$ cat src/ray_plate_nearest_hit_assert.svh
// assertion macros for the nearest plate ray caster
// expects clk and rst to be visible where a macro is used
`ifndef RAY_PLATE_NEAREST_HIT_ASSERT_SVH
`define RAY_PLATE_NEAREST_HIT_ASSERT_SVH

// same-cycle implication
`define RPNH_CHECK(label, ante, cons, msg) \
  label: assert property (@(posedge clk) disable iff (rst) (ante) |-> (cons)) \
    else $error(msg);

// next-cycle implication
`define RPNH_CHECK_NEXT(label, ante, cons, msg) \
  label: assert property (@(posedge clk) disable iff (rst) (ante) |=> (cons)) \
    else $error(msg);

`endif

$ cat src/rpnh_pkg.sv
// shared types, constants and the angle threshold table for the ray caster
// no dependencies
`default_nettype none

package rpnh_pkg;

  localparam int MAX_PLATES = 128;
  localparam int PLATE_AW   = (MAX_PLATES > 1) ? $clog2(MAX_PLATES) : 1;
  localparam int CNT_W      = $clog2(MAX_PLATES + 1);
  localparam int DEPTH_END  = 720;
  localparam int ANGLE_MAX  = 90;
  localparam int DIV_CELLS  = 12;
  localparam int CFG_IDX_W  = 2;

  localparam logic [7:0] COUNT_RESET  = 8'd10;
  localparam logic [7:0] LENGTH_RESET = 8'd60;

  typedef enum logic {
    CMD_STORE = 1'b0,
    CMD_RAY   = 1'b1
  } cmd_t;

  typedef enum logic [CFG_IDX_W-1:0] {
    REG_COUNT  = 2'd0,
    REG_LENGTH = 2'd1
  } reg_idx_t;

  typedef struct packed {
    logic signed [9:0] left;
    logic [9:0]        depth;
  } plate_t;

  // word handed from one divide cell to the next
  typedef struct packed {
    logic              valid;
    logic              neg;
    logic signed [9:0] left;
    logic [9:0]        depth;
    logic [9:0]        rem;
    logic [11:0]       dq;    // dividend bits still to go, quotient bits shifted in
  } div_t;

  // floor(720*cot(k deg)), 4095 below k=20; angle >= k exactly when |end x| <= this
  function automatic logic [11:0] cot_limit(input logic [6:0] k);
    logic [11:0] lim;
    case (k) inside
      [7'd1:7'd19]: lim = 12'd4095;
      7'd20: lim = 12'd1978;  7'd21: lim = 12'd1875;  7'd22: lim = 12'd1782;
      7'd23: lim = 12'd1696;  7'd24: lim = 12'd1617;  7'd25: lim = 12'd1544;
      7'd26: lim = 12'd1476;  7'd27: lim = 12'd1413;  7'd28: lim = 12'd1354;
      7'd29: lim = 12'd1298;  7'd30: lim = 12'd1247;  7'd31: lim = 12'd1198;
      7'd32: lim = 12'd1152;  7'd33: lim = 12'd1108;  7'd34: lim = 12'd1067;
      7'd35: lim = 12'd1028;  7'd36: lim = 12'd990;   7'd37: lim = 12'd955;
      7'd38: lim = 12'd921;   7'd39: lim = 12'd889;   7'd40: lim = 12'd858;
      7'd41: lim = 12'd828;   7'd42: lim = 12'd799;   7'd43: lim = 12'd772;
      7'd44: lim = 12'd745;   7'd45: lim = 12'd720;   7'd46: lim = 12'd695;
      7'd47: lim = 12'd671;   7'd48: lim = 12'd648;   7'd49: lim = 12'd625;
      7'd50: lim = 12'd604;   7'd51: lim = 12'd583;   7'd52: lim = 12'd562;
      7'd53: lim = 12'd542;   7'd54: lim = 12'd523;   7'd55: lim = 12'd504;
      7'd56: lim = 12'd485;   7'd57: lim = 12'd467;   7'd58: lim = 12'd449;
      7'd59: lim = 12'd432;   7'd60: lim = 12'd415;   7'd61: lim = 12'd399;
      7'd62: lim = 12'd382;   7'd63: lim = 12'd366;   7'd64: lim = 12'd351;
      7'd65: lim = 12'd335;   7'd66: lim = 12'd320;   7'd67: lim = 12'd305;
      7'd68: lim = 12'd290;   7'd69: lim = 12'd276;   7'd70: lim = 12'd262;
      7'd71: lim = 12'd247;   7'd72: lim = 12'd233;   7'd73: lim = 12'd220;
      7'd74: lim = 12'd206;   7'd75: lim = 12'd192;   7'd76: lim = 12'd179;
      7'd77: lim = 12'd166;   7'd78: lim = 12'd153;   7'd79: lim = 12'd139;
      7'd80: lim = 12'd126;   7'd81: lim = 12'd114;   7'd82: lim = 12'd101;
      7'd83: lim = 12'd88;    7'd84: lim = 12'd75;    7'd85: lim = 12'd62;
      7'd86: lim = 12'd50;    7'd87: lim = 12'd37;    7'd88: lim = 12'd25;
      7'd89: lim = 12'd12;    7'd90: lim = 12'd0;
      default: lim = 12'd0;
    endcase
    return lim;
  endfunction

endpackage

`default_nettype wire

$ cat src/rpnh_ifs.sv
// valid/ready channels of the ray caster: command, result and register write
// depends on rpnh_pkg
`default_nettype none

interface rpnh_cmd_if;
  logic              valid;
  logic              ready;
  logic              command;
  logic [6:0]        slot;
  logic signed [9:0] plate_x;
  logic [9:0]        plate_y;
  logic signed [11:0] ray_end_x;
  modport source (output valid, command, slot, plate_x, plate_y, ray_end_x, input ready);
  modport sink (input valid, command, slot, plate_x, plate_y, ray_end_x, output ready);
endinterface

interface rpnh_res_if;
  logic               valid;
  logic               ready;
  logic               hit;
  logic signed [11:0] end_x;
  logic [9:0]         end_y;
  logic [6:0]         angle_deg;
  modport source (output valid, hit, end_x, end_y, angle_deg, input ready);
  modport sink (input valid, hit, end_x, end_y, angle_deg, output ready);
endinterface

interface rpnh_cfg_if;
  logic                           valid;
  logic                           ready;
  logic [rpnh_pkg::CFG_IDX_W-1:0] index;
  logic [7:0]                     data;
  modport source (output valid, index, data, input ready);
  modport sink (input valid, index, data, output ready);
endinterface

`default_nettype wire

$ cat src/rpnh_ram.sv
// generic single write port, single read port ram with registered read
// no dependencies
`default_nettype none

module rpnh_ram #(
  parameter int WIDTH = 8,
  parameter int DEPTH = 16
) (
  input  wire logic                                      clk,
  input  wire logic                                      we,
  input  wire logic [((DEPTH > 1) ? $clog2(DEPTH) : 1)-1:0] waddr,
  input  wire logic [WIDTH-1:0]                          wdata,
  input  wire logic [((DEPTH > 1) ? $clog2(DEPTH) : 1)-1:0] raddr,
  output logic      [WIDTH-1:0]                          rdata
);

  logic [WIDTH-1:0] mem [DEPTH];

  always_ff @(posedge clk) begin
    if (we) begin
      mem[waddr] <= wdata;
    end
    rdata <= mem[raddr];
  end

endmodule

`default_nettype wire

$ cat src/rpnh_div_cell.sv
// one cell of the divide-by-720 chain: shifts in one dividend bit per cell
// depends on rpnh_pkg
`default_nettype none

module rpnh_div_cell (
  input  wire logic           clk,
  input  wire logic           rst,
  input  wire rpnh_pkg::div_t d_in,
  output rpnh_pkg::div_t      d_out
);

  logic [10:0] trial;
  logic        ge;
  logic [9:0]  rem_next;

  always_comb begin
    trial    = {d_in.rem, d_in.dq[11]};
    ge       = trial >= 11'(rpnh_pkg::DEPTH_END);
    rem_next = ge ? 10'(trial - 11'(rpnh_pkg::DEPTH_END)) : trial[9:0];
  end

  always_ff @(posedge clk) begin
    if (rst) begin
      d_out.valid <= 1'b0;
    end else begin
      d_out.valid <= d_in.valid;
    end
    d_out.neg   <= d_in.neg;
    d_out.left  <= d_in.left;
    d_out.depth <= d_in.depth;
    d_out.rem   <= rem_next;
    d_out.dq    <= {d_in.dq[10:0], ge};
  end

endmodule

`default_nettype wire

$ cat src/rpnh_angle.sv
// ray angle in whole degrees, binary search over the cotangent threshold table
// depends on rpnh_pkg
`default_nettype none

module rpnh_angle (
  input  wire logic        clk,
  input  wire logic        rst,
  input  wire logic        start,
  input  wire logic [11:0] mag,
  output logic             busy,
  output logic [6:0]       angle
);

  logic [11:0] mag_q;
  logic [2:0]  bitpos;
  logic [6:0]  trial;
  logic        take;

  always_comb begin
    trial = angle | (7'd1 << bitpos);
    take  = (trial <= 7'(rpnh_pkg::ANGLE_MAX)) && (mag_q <= rpnh_pkg::cot_limit(trial));
  end

  always_ff @(posedge clk) begin
    if (rst) begin
      busy <= 1'b0;
    end else if (start) begin
      busy   <= 1'b1;
      mag_q  <= mag;
      angle  <= 7'd0;
      bitpos <= 3'd6;
    end else if (busy) begin
      if (take) begin
        angle <= trial;
      end
      if (bitpos == 3'd0) begin
        busy <= 1'b0;
      end else begin
        bitpos <= bitpos - 3'd1;
      end
    end
  end

endmodule

`default_nettype wire

$ cat src/ray_plate_nearest_hit.sv
// Nearest plate ray caster. A store word writes one plate (left x, depth) into a
// 128-entry RAM. A ray word walks slots 0 .. min(plate_count,128)-1, one RAM
// read per cycle, multiplies depth by |end x| and passes each product down a
// chain of 12 divide cells (one quotient bit per cell) before the hit test and
// nearest-depth update. The time from accept to result is governed by the
// single RAM read port, the depth of the divide chain and the 7-step angle
// search. One ray is in work at a time; a new word is taken while the previous
// result still waits in the output register. Register writes are taken every
// cycle; the plate RAM has no reset.
`default_nettype none

module ray_plate_nearest_hit (
  input wire logic  clk,
  input wire logic  rst,
  rpnh_cmd_if.sink  cmd,
  rpnh_res_if.source res,
  rpnh_cfg_if.sink  cfg
);

  typedef enum logic {
    S_IDLE,
    S_SCAN
  } state_t;

  state_t                          state;
  logic [rpnh_pkg::CNT_W-1:0]      idx;
  logic [rpnh_pkg::CNT_W-1:0]      n_lim;
  logic                            issue;
  logic                            cmd_accept;
  logic                            ray_accept;
  logic                            store_we;
  logic [7:0]                      plate_count;
  logic [7:0]                      plate_length;
  logic                            ex_neg;
  logic [11:0]                     ex_mag;
  logic [11:0]                     ray_mag;
  logic                            rd_valid;
  rpnh_pkg::plate_t                plate_rd;
  logic [21:0]                     prod;
  rpnh_pkg::div_t                  m_stage;
  rpnh_pkg::div_t                  chain [rpnh_pkg::DIV_CELLS+1];
  rpnh_pkg::div_t                  fin;
  logic                            pipe_any;
  logic signed [12:0]              x_mag;
  logic signed [12:0]              x_val;
  logic signed [12:0]              lo;
  logic signed [12:0]              hi;
  logic                            take;
  logic                            best_hit;
  logic signed [11:0]              best_x;
  logic [9:0]                      best_y;
  logic                            ang_busy;
  logic [6:0]                      ang;
  logic                            done_ok;
  logic                            res_load;
  logic                            out_valid;

  assign cmd.ready  = (state == S_IDLE);
  assign cmd_accept = cmd.valid && cmd.ready;
  assign ray_accept = cmd_accept && (cmd.command == rpnh_pkg::CMD_RAY);
  assign store_we   = cmd_accept && (cmd.command == rpnh_pkg::CMD_STORE)
                      && (int'(cmd.slot) < rpnh_pkg::MAX_PLATES);
  assign ray_mag    = cmd.ray_end_x[11] ? 12'(~cmd.ray_end_x + 12'sd1) : cmd.ray_end_x;

  // registers
  assign cfg.ready = 1'b1;

  always_ff @(posedge clk) begin
    if (rst) begin
      plate_count  <= rpnh_pkg::COUNT_RESET;
      plate_length <= rpnh_pkg::LENGTH_RESET;
    end else if (cfg.valid && cfg.ready) begin
      case (cfg.index)
        rpnh_pkg::REG_COUNT:  plate_count  <= cfg.data;
        rpnh_pkg::REG_LENGTH: plate_length <= cfg.data;
        default: ;
      endcase
    end
  end

  always_comb begin
    n_lim = (int'(plate_count) > rpnh_pkg::MAX_PLATES) ? rpnh_pkg::CNT_W'(rpnh_pkg::MAX_PLATES)
                                                       : rpnh_pkg::CNT_W'(plate_count);
    issue = (state == S_SCAN) && (idx < n_lim);
  end

  rpnh_ram #(
    .WIDTH ($bits(rpnh_pkg::plate_t)),
    .DEPTH (rpnh_pkg::MAX_PLATES)
  ) u_plates (
    .clk   (clk),
    .we    (store_we),
    .waddr (rpnh_pkg::PLATE_AW'(cmd.slot)),
    .wdata ({cmd.plate_x, cmd.plate_y}),
    .raddr (idx[rpnh_pkg::PLATE_AW-1:0]),
    .rdata (plate_rd)
  );

  // multiply stage: |depth * end x| split into first remainder and dividend tail
  assign prod = 22'(plate_rd.depth * ex_mag);

  always_ff @(posedge clk) begin
    if (rst) begin
      rd_valid      <= 1'b0;
      m_stage.valid <= 1'b0;
    end else begin
      rd_valid      <= issue;
      m_stage.valid <= rd_valid;
    end
    m_stage.neg   <= ex_neg;
    m_stage.left  <= plate_rd.left;
    m_stage.depth <= plate_rd.depth;
    m_stage.rem   <= {1'b0, prod[20:12]};
    m_stage.dq    <= prod[11:0];
  end

  assign chain[0] = m_stage;

  for (genvar i = 0; i < rpnh_pkg::DIV_CELLS; i++) begin : g_cell
    rpnh_div_cell u_cell (
      .clk   (clk),
      .rst   (rst),
      .d_in  (chain[i]),
      .d_out (chain[i+1])
    );
  end

  always_comb begin
    pipe_any = rd_valid | m_stage.valid;
    for (int i = 1; i <= rpnh_pkg::DIV_CELLS; i++) begin
      pipe_any = pipe_any | chain[i].valid;
    end
  end

  // hit test on the quotient leaving the chain
  always_comb begin
    fin   = chain[rpnh_pkg::DIV_CELLS];
    x_mag = $signed({1'b0, fin.dq});
    x_val = fin.neg ? -x_mag : x_mag;
    lo    = 13'(fin.left);
    hi    = lo + $signed({5'b0, plate_length});
    take  = fin.valid && (x_val >= lo) && (x_val <= hi) && (fin.depth < best_y);
  end

  always_ff @(posedge clk) begin
    if (ray_accept) begin
      best_hit <= 1'b0;
      best_x   <= cmd.ray_end_x;
      best_y   <= 10'(rpnh_pkg::DEPTH_END);
    end else if (take) begin
      best_hit <= 1'b1;
      best_x   <= x_val[11:0];
      best_y   <= fin.depth;
    end
  end

  rpnh_angle u_angle (
    .clk   (clk),
    .rst   (rst),
    .start (ray_accept),
    .mag   (ray_mag),
    .busy  (ang_busy),
    .angle (ang)
  );

  assign done_ok  = !issue && !pipe_any && !ang_busy && (!out_valid || res.ready);
  assign res_load = (state == S_SCAN) && done_ok;

  always_ff @(posedge clk) begin
    if (rst) begin
      state     <= S_IDLE;
      idx       <= '0;
      out_valid <= 1'b0;
    end else begin
      // a new result may replace one leaving in the same cycle
      if (res_load) begin
        out_valid <= 1'b1;
      end else if (res.valid && res.ready) begin
        out_valid <= 1'b0;
      end
      case (state)
        S_IDLE: begin
          if (ray_accept) begin
            idx    <= '0;
            ex_neg <= cmd.ray_end_x[11];
            ex_mag <= ray_mag;
            state  <= S_SCAN;
          end
        end
        S_SCAN: begin
          if (issue) begin
            idx <= idx + rpnh_pkg::CNT_W'(1);
          end else if (done_ok) begin
            res.hit       <= best_hit;
            res.end_x     <= best_x;
            res.end_y     <= best_y;
            res.angle_deg <= ang;
            state         <= S_IDLE;
          end
        end
        default: state <= S_IDLE;
      endcase
    end
  end

  assign res.valid = out_valid;

`include "ray_plate_nearest_hit_assert.svh"

  `RPNH_CHECK(a_accept_when_drained, cmd.valid && cmd.ready,
              !pipe_any && !ang_busy, "word accepted while a ray is in work")
  `RPNH_CHECK(a_miss_depth, res.valid,
              res.hit ? (res.end_y < 10'(rpnh_pkg::DEPTH_END))
                      : (res.end_y == 10'(rpnh_pkg::DEPTH_END)),
              "result depth disagrees with hit flag")
  `RPNH_CHECK_NEXT(a_best_monotone, state == S_SCAN && !ray_accept,
                   state != S_SCAN || best_y <= $past(best_y),
                   "nearest depth grew during a scan")

endmodule

`default_nettype wire
$ cat src/flat_wrapper.sv
// flat-port wrapper written by rule: the top's interface ports become plain ports
module ray_plate_nearest_hit_flat 
  (clk, rst, cmd_valid, cmd_command, cmd_slot, cmd_plate_x, cmd_plate_y, cmd_ray_end_x, cmd_ready, res_valid, res_hit, res_end_x, res_end_y, res_angle_deg, res_ready, cfg_valid, cfg_index, cfg_data, cfg_ready);
  rpnh_cmd_if cmd_i ();
  rpnh_res_if res_i ();
  rpnh_cfg_if cfg_i ();
  input wire logic clk;
  input wire logic rst;
  input wire logic [$bits(cmd_i.valid)-1:0] cmd_valid;
  input wire logic [$bits(cmd_i.command)-1:0] cmd_command;
  input wire logic [$bits(cmd_i.slot)-1:0] cmd_slot;
  input wire logic [$bits(cmd_i.plate_x)-1:0] cmd_plate_x;
  input wire logic [$bits(cmd_i.plate_y)-1:0] cmd_plate_y;
  input wire logic [$bits(cmd_i.ray_end_x)-1:0] cmd_ray_end_x;
  output wire logic [$bits(cmd_i.ready)-1:0] cmd_ready;
  output wire logic [$bits(res_i.valid)-1:0] res_valid;
  output wire logic [$bits(res_i.hit)-1:0] res_hit;
  output wire logic [$bits(res_i.end_x)-1:0] res_end_x;
  output wire logic [$bits(res_i.end_y)-1:0] res_end_y;
  output wire logic [$bits(res_i.angle_deg)-1:0] res_angle_deg;
  input wire logic [$bits(res_i.ready)-1:0] res_ready;
  input wire logic [$bits(cfg_i.valid)-1:0] cfg_valid;
  input wire logic [$bits(cfg_i.index)-1:0] cfg_index;
  input wire logic [$bits(cfg_i.data)-1:0] cfg_data;
  output wire logic [$bits(cfg_i.ready)-1:0] cfg_ready;
  assign cmd_i.valid = cmd_valid;
  assign cmd_i.command = cmd_command;
  assign cmd_i.slot = cmd_slot;
  assign cmd_i.plate_x = cmd_plate_x;
  assign cmd_i.plate_y = cmd_plate_y;
  assign cmd_i.ray_end_x = cmd_ray_end_x;
  assign cmd_ready = cmd_i.ready;
  assign res_valid = res_i.valid;
  assign res_hit = res_i.hit;
  assign res_end_x = res_i.end_x;
  assign res_end_y = res_i.end_y;
  assign res_angle_deg = res_i.angle_deg;
  assign res_i.ready = res_ready;
  assign cfg_i.valid = cfg_valid;
  assign cfg_i.index = cfg_index;
  assign cfg_i.data = cfg_data;
  assign cfg_ready = cfg_i.ready;
  ray_plate_nearest_hit u_core (.clk(clk), .rst(rst), .cmd(cmd_i), .res(res_i), .cfg(cfg_i));
endmodule
$ cat config.mk
export PLATFORM = sky130hd
export DESIGN_NAME = ray_plate_nearest_hit_flat
export DESIGN_NICKNAME = d
export VERILOG_FILES = /design/src/rpnh_pkg.sv /design/src/rpnh_ifs.sv /design/src/rpnh_ram.sv /design/src/rpnh_div_cell.sv /design/src/rpnh_angle.sv /design/src/ray_plate_nearest_hit.sv /design/src/flat_wrapper.sv
export VERILOG_INCLUDE_DIRS = /design/src /design/src/src
export SDC_FILE = /design/constraint.sdc
export NUM_CORES = 2
export LEC_CHECK = 0
export BUFFER_PORTS_ARGS = -buffer_cell sky130_fd_sc_hd__buf_2
export CAP_MARGIN = 30
export CORE_AREA = 2 2 423 845
export CTS_BUF_LIST = sky130_fd_sc_hd__clkbuf_4 sky130_fd_sc_hd__clkbuf_8 sky130_fd_sc_hd__clkbuf_16
export DETAILED_ROUTE_END_ITERATION = 16
export DIE_AREA = 0 0 425 847
export MAX_ROUTING_LAYER = met4
export SYNTH_ARGS = -nofsm -noshare
export SYNTH_HDL_FRONTEND = slang
export SYNTH_HIERARCHICAL = 1
export SYNTH_SLANG_ARGS = --single-unit
$ cat constraint.sdc
create_clock -name clk -period 7 [get_ports clk]
set_input_delay 1.4 -clock clk [delete_from_list [all_inputs] [get_ports clk]]
set_output_delay 1.4 -clock clk [all_outputs]
set_load 0.1 [all_outputs]
---- Word-level counts from Yosys, hierarchy flattened ----
Memory sizes are Yosys's and may differ from the RTL's. A register that Yosys moved wholly into a read port is not among the register bits.
Cells that the tools add are included.
storage, ports and cells
  register bits after elaboration ......... 677
  memory bits (writable) .................. 2560
  output and inout port bits .............. 33
  logic and storage cells ................. 367
  memories ................................ 1
memory list
  memory               words  width  read ports  clocked after memory_dff  write ports  line            source
  u_core.u_plates.mem  128    20     1           1                         1            rpnh_ram.sv:17  logic [WIDTH-1:0] mem [DEPTH];
cells by class
  add/sub/neg operators ................... 16
  $mul .................................... 1
  order comparisons ....................... 21
  equal/unequal tests ..................... 74
  shifts and indexed selects .............. 1
  muxes and demuxes ....................... 105
  bitwise logic cells ..................... 19
  reductions and logical operators ........ 33
operator list
  kind                    count
  $mux 12                 39
  $eq 7x6->1 const B      32
  $eq 7x7->1 const B      26
  $mux 9                  16
  $ge 11x10->1 const B    11
  $mux 10                 11
  $sub 10x10->10 const B  11
  $mux 8                  12
  $eq 7x5->1 const B      12
  $mux 7                  7
  $mul 10x12->21          1
  $mux 6                  3
  $pmux 8 s2              1
  $logic_and 1x1->1       14
  $ge 13x10->1            1
  $le 13x13->1            1
  $mux 13                 1
  $neg 12->13             1
  $or 1x1->1              13
  $add 12x2->12 const B   1
  $le 12x12->1            1
  $not 12->12             1
  $add 10x9->11           1
  $ge 10x10->1 const B    1
  other kinds (27)        52

---- Longest topological paths before layout ----
  word-level depth ........................ 78
  gate-level depth with buffers ........... 20

---- By module ----
Netlist, hierarchy kept.
modules (own cells, without submodules)
  module                 times used  cells an instance  area each (um^2)
  rpnh_ram               1           3812               97956.4
  rpnh_div_cell          12          73                 1088.5
  ray_plate_nearest_hit  1           997                9799.4
  rpnh_angle             1           329                2660.1

---- Worst setup path before layout ----
Ideal clock, no wire load.
  path kind ............................... register -> register
  from .................................... reg u_core.u_plates.rdata[3], read port of u_core.u_plates.mem
  to ...................................... reg u_core.m_stage, in the netlist u_core/chain[545]
  arrival time ............................ 5159 ps
  required time ........................... 6927 ps
  setup slack ............................. 1768 ps
  stages on the path, launching flop included .. 21
  path buffers ............................ 1
  cells stage by stage .................... dfxtp_1 -> clkbuf_1 -> nand2_1 -> fa_1 -> inv_1 -> fa_1 -> inv_1 -> fa_1 -> inv_1 -> fa_1 -> inv_1 -> fa_1 -> inv_1 -> ha_1 -> a21o_1 -> a21o_1 -> a21o_1 -> a31o_1 -> or3_4 -> and4_4 -> nor3_2
on the way
  longest elaborated chain between the ends .. 1
RTL lines
  what                       line                          source
  from (decl)                rpnh_ram.sv:14                output logic [WIDTH-1:0] rdata
  $mul 10x12->21             ray_plate_nearest_hit.sv:100  assign prod = 22'(plate_rd.depth * ex_mag);
  named net u_core.prod[17]  ray_plate_nearest_hit.sv:39   logic [21:0] prod;
  to (decl)                  ray_plate_nearest_hit.sv:40   rpnh_pkg::div_t m_stage;
The timed path passes the listed nets, and every way through them passes these cells.
A chain may end at the register's enable or synchronous reset.

---- Final worst setup path ----
  from .................................... reg u_core.u_plates.rdata[9], read port of u_core.u_plates.mem
  to ...................................... reg u_core.m_stage, in the netlist u_core/chain[548]
The elaborated chain is that of the path after synthesis.

==> out/metrics.yaml <==
status: "finished, final reports clean"
cp_num_buf_inv: 3
core_um2: 353000
criticalPathCategory: "register to register"
ys_warn_count: 6
skew_ns: 0.0663
maxCapViolCount: 0
post-dp-hpwl_mm: 204
clkPwrFrac_pct: 38.0
drt-pass1-iter-count: 5
antenna_left: 0
post_cts_resized: 0
drt_wl_total_mm: 311
worst_hold_slack_ns: 0.292
vias: 58200
rsz0062_at_grt: "no"
power.density_nw_per_um2: 296
period_needed_ns: 5.56
grt_overflow: 0
nets: 6549
finalSetupTns_ns: 0
crit_family: "adder cells"
final_layout_size_suffix_gt1_share_pct: 27.6
power_frac_comb_pct: 8.7
p_int_mw: 32.0
p_seq_share_pct: 53.3
syn_area_um2: 123000
via_per_inst: 5.13
antenna_found_initial: 39
crit_top_cell: "fa_1"
slowest_stage: "dfxtp_1"
rows: 309
crit_arrival_ns: 6.26
cts_setup_buffers: 0
ir_drop_v: 0.000185
numPortBuffers: 86
root_buffer: "clkbuf_16"
crit_path_cell_trace: "nand2_1 -> fa_1 -> fa_1 -> inv_1 -> fa_1 -> fa_1 -> inv_1 -> fa_1 -> inv_1 -> ha_1 -> a21oi_1 -> o21ai_0 -> nand2_1 -> o211ai_1 -> a31oi_1 -> o211ai_1 -> o211a_1"
finalHoldViolations: 0
p_switching_mw: 9.57
postCtsHoldBufs: 0
holdCritPathClass: "register to register"
clk_latency_ns: 0.87
track_usage_pct: 17.7
setup_viol: 0
grt_pass1_wl_mm: 445
drc: 0
fin_area_um2: 140000
wl_per_cell_um: 27.4
grt_max_degree: 126
die_w_um: 425
die_h_um: 847
cts.sinks: 3257
drv_slew: 0
grt_pass1_vias: 62000
start_util_pct: 34.9
endpoint_kind: "register"
cts_made_buffers: 278
fillers: 31300
worst_setup_path_start_kind: "register"
fin_crit_sh_pct: 79.5
routabilityCongestion: 0.903
boundaryPins: 88
syn_inst: 5986
ctsLongestPathBuffers: 4
slew_headroom_pct: 28.8
die-area_um2: 360000
cpPeakStageDelay_ns: 0.72
max_freq_mhz: 180
p_leak_nw: 44.5
cts_tree: "yes"
syn_to_final_growth_pct: 14.0
worstPathRequired_ns: 7.70
clk_pin_slew_ns: 0.07
avgSynthCellArea_um2: 20.6
tightestPinTransition_ns: 1.07
switching_share_pct: 23.0
htree_levels: 5
first_iter_violations: 4410
placed_area_um2: 131000
crit_fanout: 13
[stage by stage]
| step | instances | setup WS, ns | utilization, % | total power [mW] |
|---|---|---|---|---|
| finish | 11300 | 1.44 | 39.7 | 41.6 |
| CTS | 11100 | 1.37 | 39.6 | 42.0 |
| detailed placement | 10700 | 1.43 | 37.0 | 26.3 |
| global placement | 10600 | 1.31 | 36.9 | 26.2 |
| global route | 11300 | 1.08 | 39.7 | 43.1 |
| floorplan | 5989 | 1.77 | - | 25.0 |
[area by class of cell]
type / count / area [um^2] / area share [%]
clock buffer: 348 / 7800 / 5.56
timing repair buffer: 255 / 2100 / 1.50
inverter: 184 / 691 / 0.492
sequential: 3257 / 91600 / 65.2
antenna: 203 / 508 / 0.362
tap: 4665 / 5840 / 4.16
multi-input combinational: 2293 / 30400 / 21.7
clock inverter: 144 / 1410 / 1.01
[worst register-to-register path, delay by kind of cell (launching register included)]
kind            cells  cell delay (ns)
compound gates      6             1.17
fa+ha+maj           6             3.07
buf+inv             3             0.19
flops               1             0.72
simple gates        2             0.28
[worst paths after layout]
path | startpoint | end | slack (ns) | cells past startpoint
hold / removal | u_core/g_cell[5].u_cell/d_out[10] | u_core/g_cell[6].u_cell/d_out[11] | 0.29 | 0
setup reg to reg | u_core/u_plates/rdata[9] | u_core/chain[548] | 1.44 | 17
setup / recovery | u_core/u_plates/rdata[9] | u_core/chain[548] | 1.44 | 17
hold reg to reg | u_core/g_cell[5].u_cell/d_out[10] | u_core/g_cell[6].u_cell/d_out[11] | 0.29 | 0
[metal layers]
layer  share of wire, %  vias up  track usage [%]
li1                   -    24800                -
met1                 32    31200             16.9
met2                 58     1625             33.5
met3                4.0      595             2.17
met4                6.2        0             10.3
met5                  0        -                -
[power groups by stage]
| stage | clock network (mW) | logic [mW] | registers [mW] |
|---|---|---|---|
| floorplan | 0 | 2.51 | 22.5 |
| global placement | 0 | 3.56 | 22.6 |
| finish | 15.8 | 3.63 | 22.2 |
| detailed placement | 0 | 3.66 | 22.6 |
| CTS | 16.2 | 3.68 | 22.2 |
| global route | 16.8 | 4.05 | 22.3 |
[cells in the final DEF, fill, tap and decap left out, drive strengths merged, types with 13 or more instances in the layout]
master	n
nor4	13
diode	203
a211oi	13
o211ai	28
xnor2	69
inv	195
xor2	19
o21bai	13
buf	255
nand2	173
nor2	296
ha	147
o21ai	98
fa	78
nand2b	17
dfxtp	620
nand3	59
edfxtp	2637
nor2b	30
mux2	24
nand4	18
mux2i	24
nor3	35
a21oi	57
o22ai	24
clkbuf	348
mux4	840
and2	50
clkinv	99
o31ai	19
bufinv	24
a21o	20
[state kept, by name, indices dropped and copies added, names as in the netlist, 3 cells and up]
| name | cells |
|---|---|
| u_core/u_plates/mem | 2560 |
| u_core/g_cell.u_cell/d_out | 518 |
| u_core/chain | 43 |
| u_core/u_plates/rdata | 20 |
| u_core/best_x | 12 |
| u_core/ex_mag | 12 |
| u_core/res.end_x | 12 |
| u_core/u_angle/mag_q | 12 |
| u_core/best_y | 10 |
| u_core/res.end_y | 10 |
| u_core/idx | 8 |
| u_core/plate_count | 8 |
| u_core/plate_length | 8 |
| u_core/res.angle_deg | 7 |
| u_core/u_angle/angle | 7 |
| u_core/u_angle/bitpos | 3 |
(Power assumes the default switching activity.)
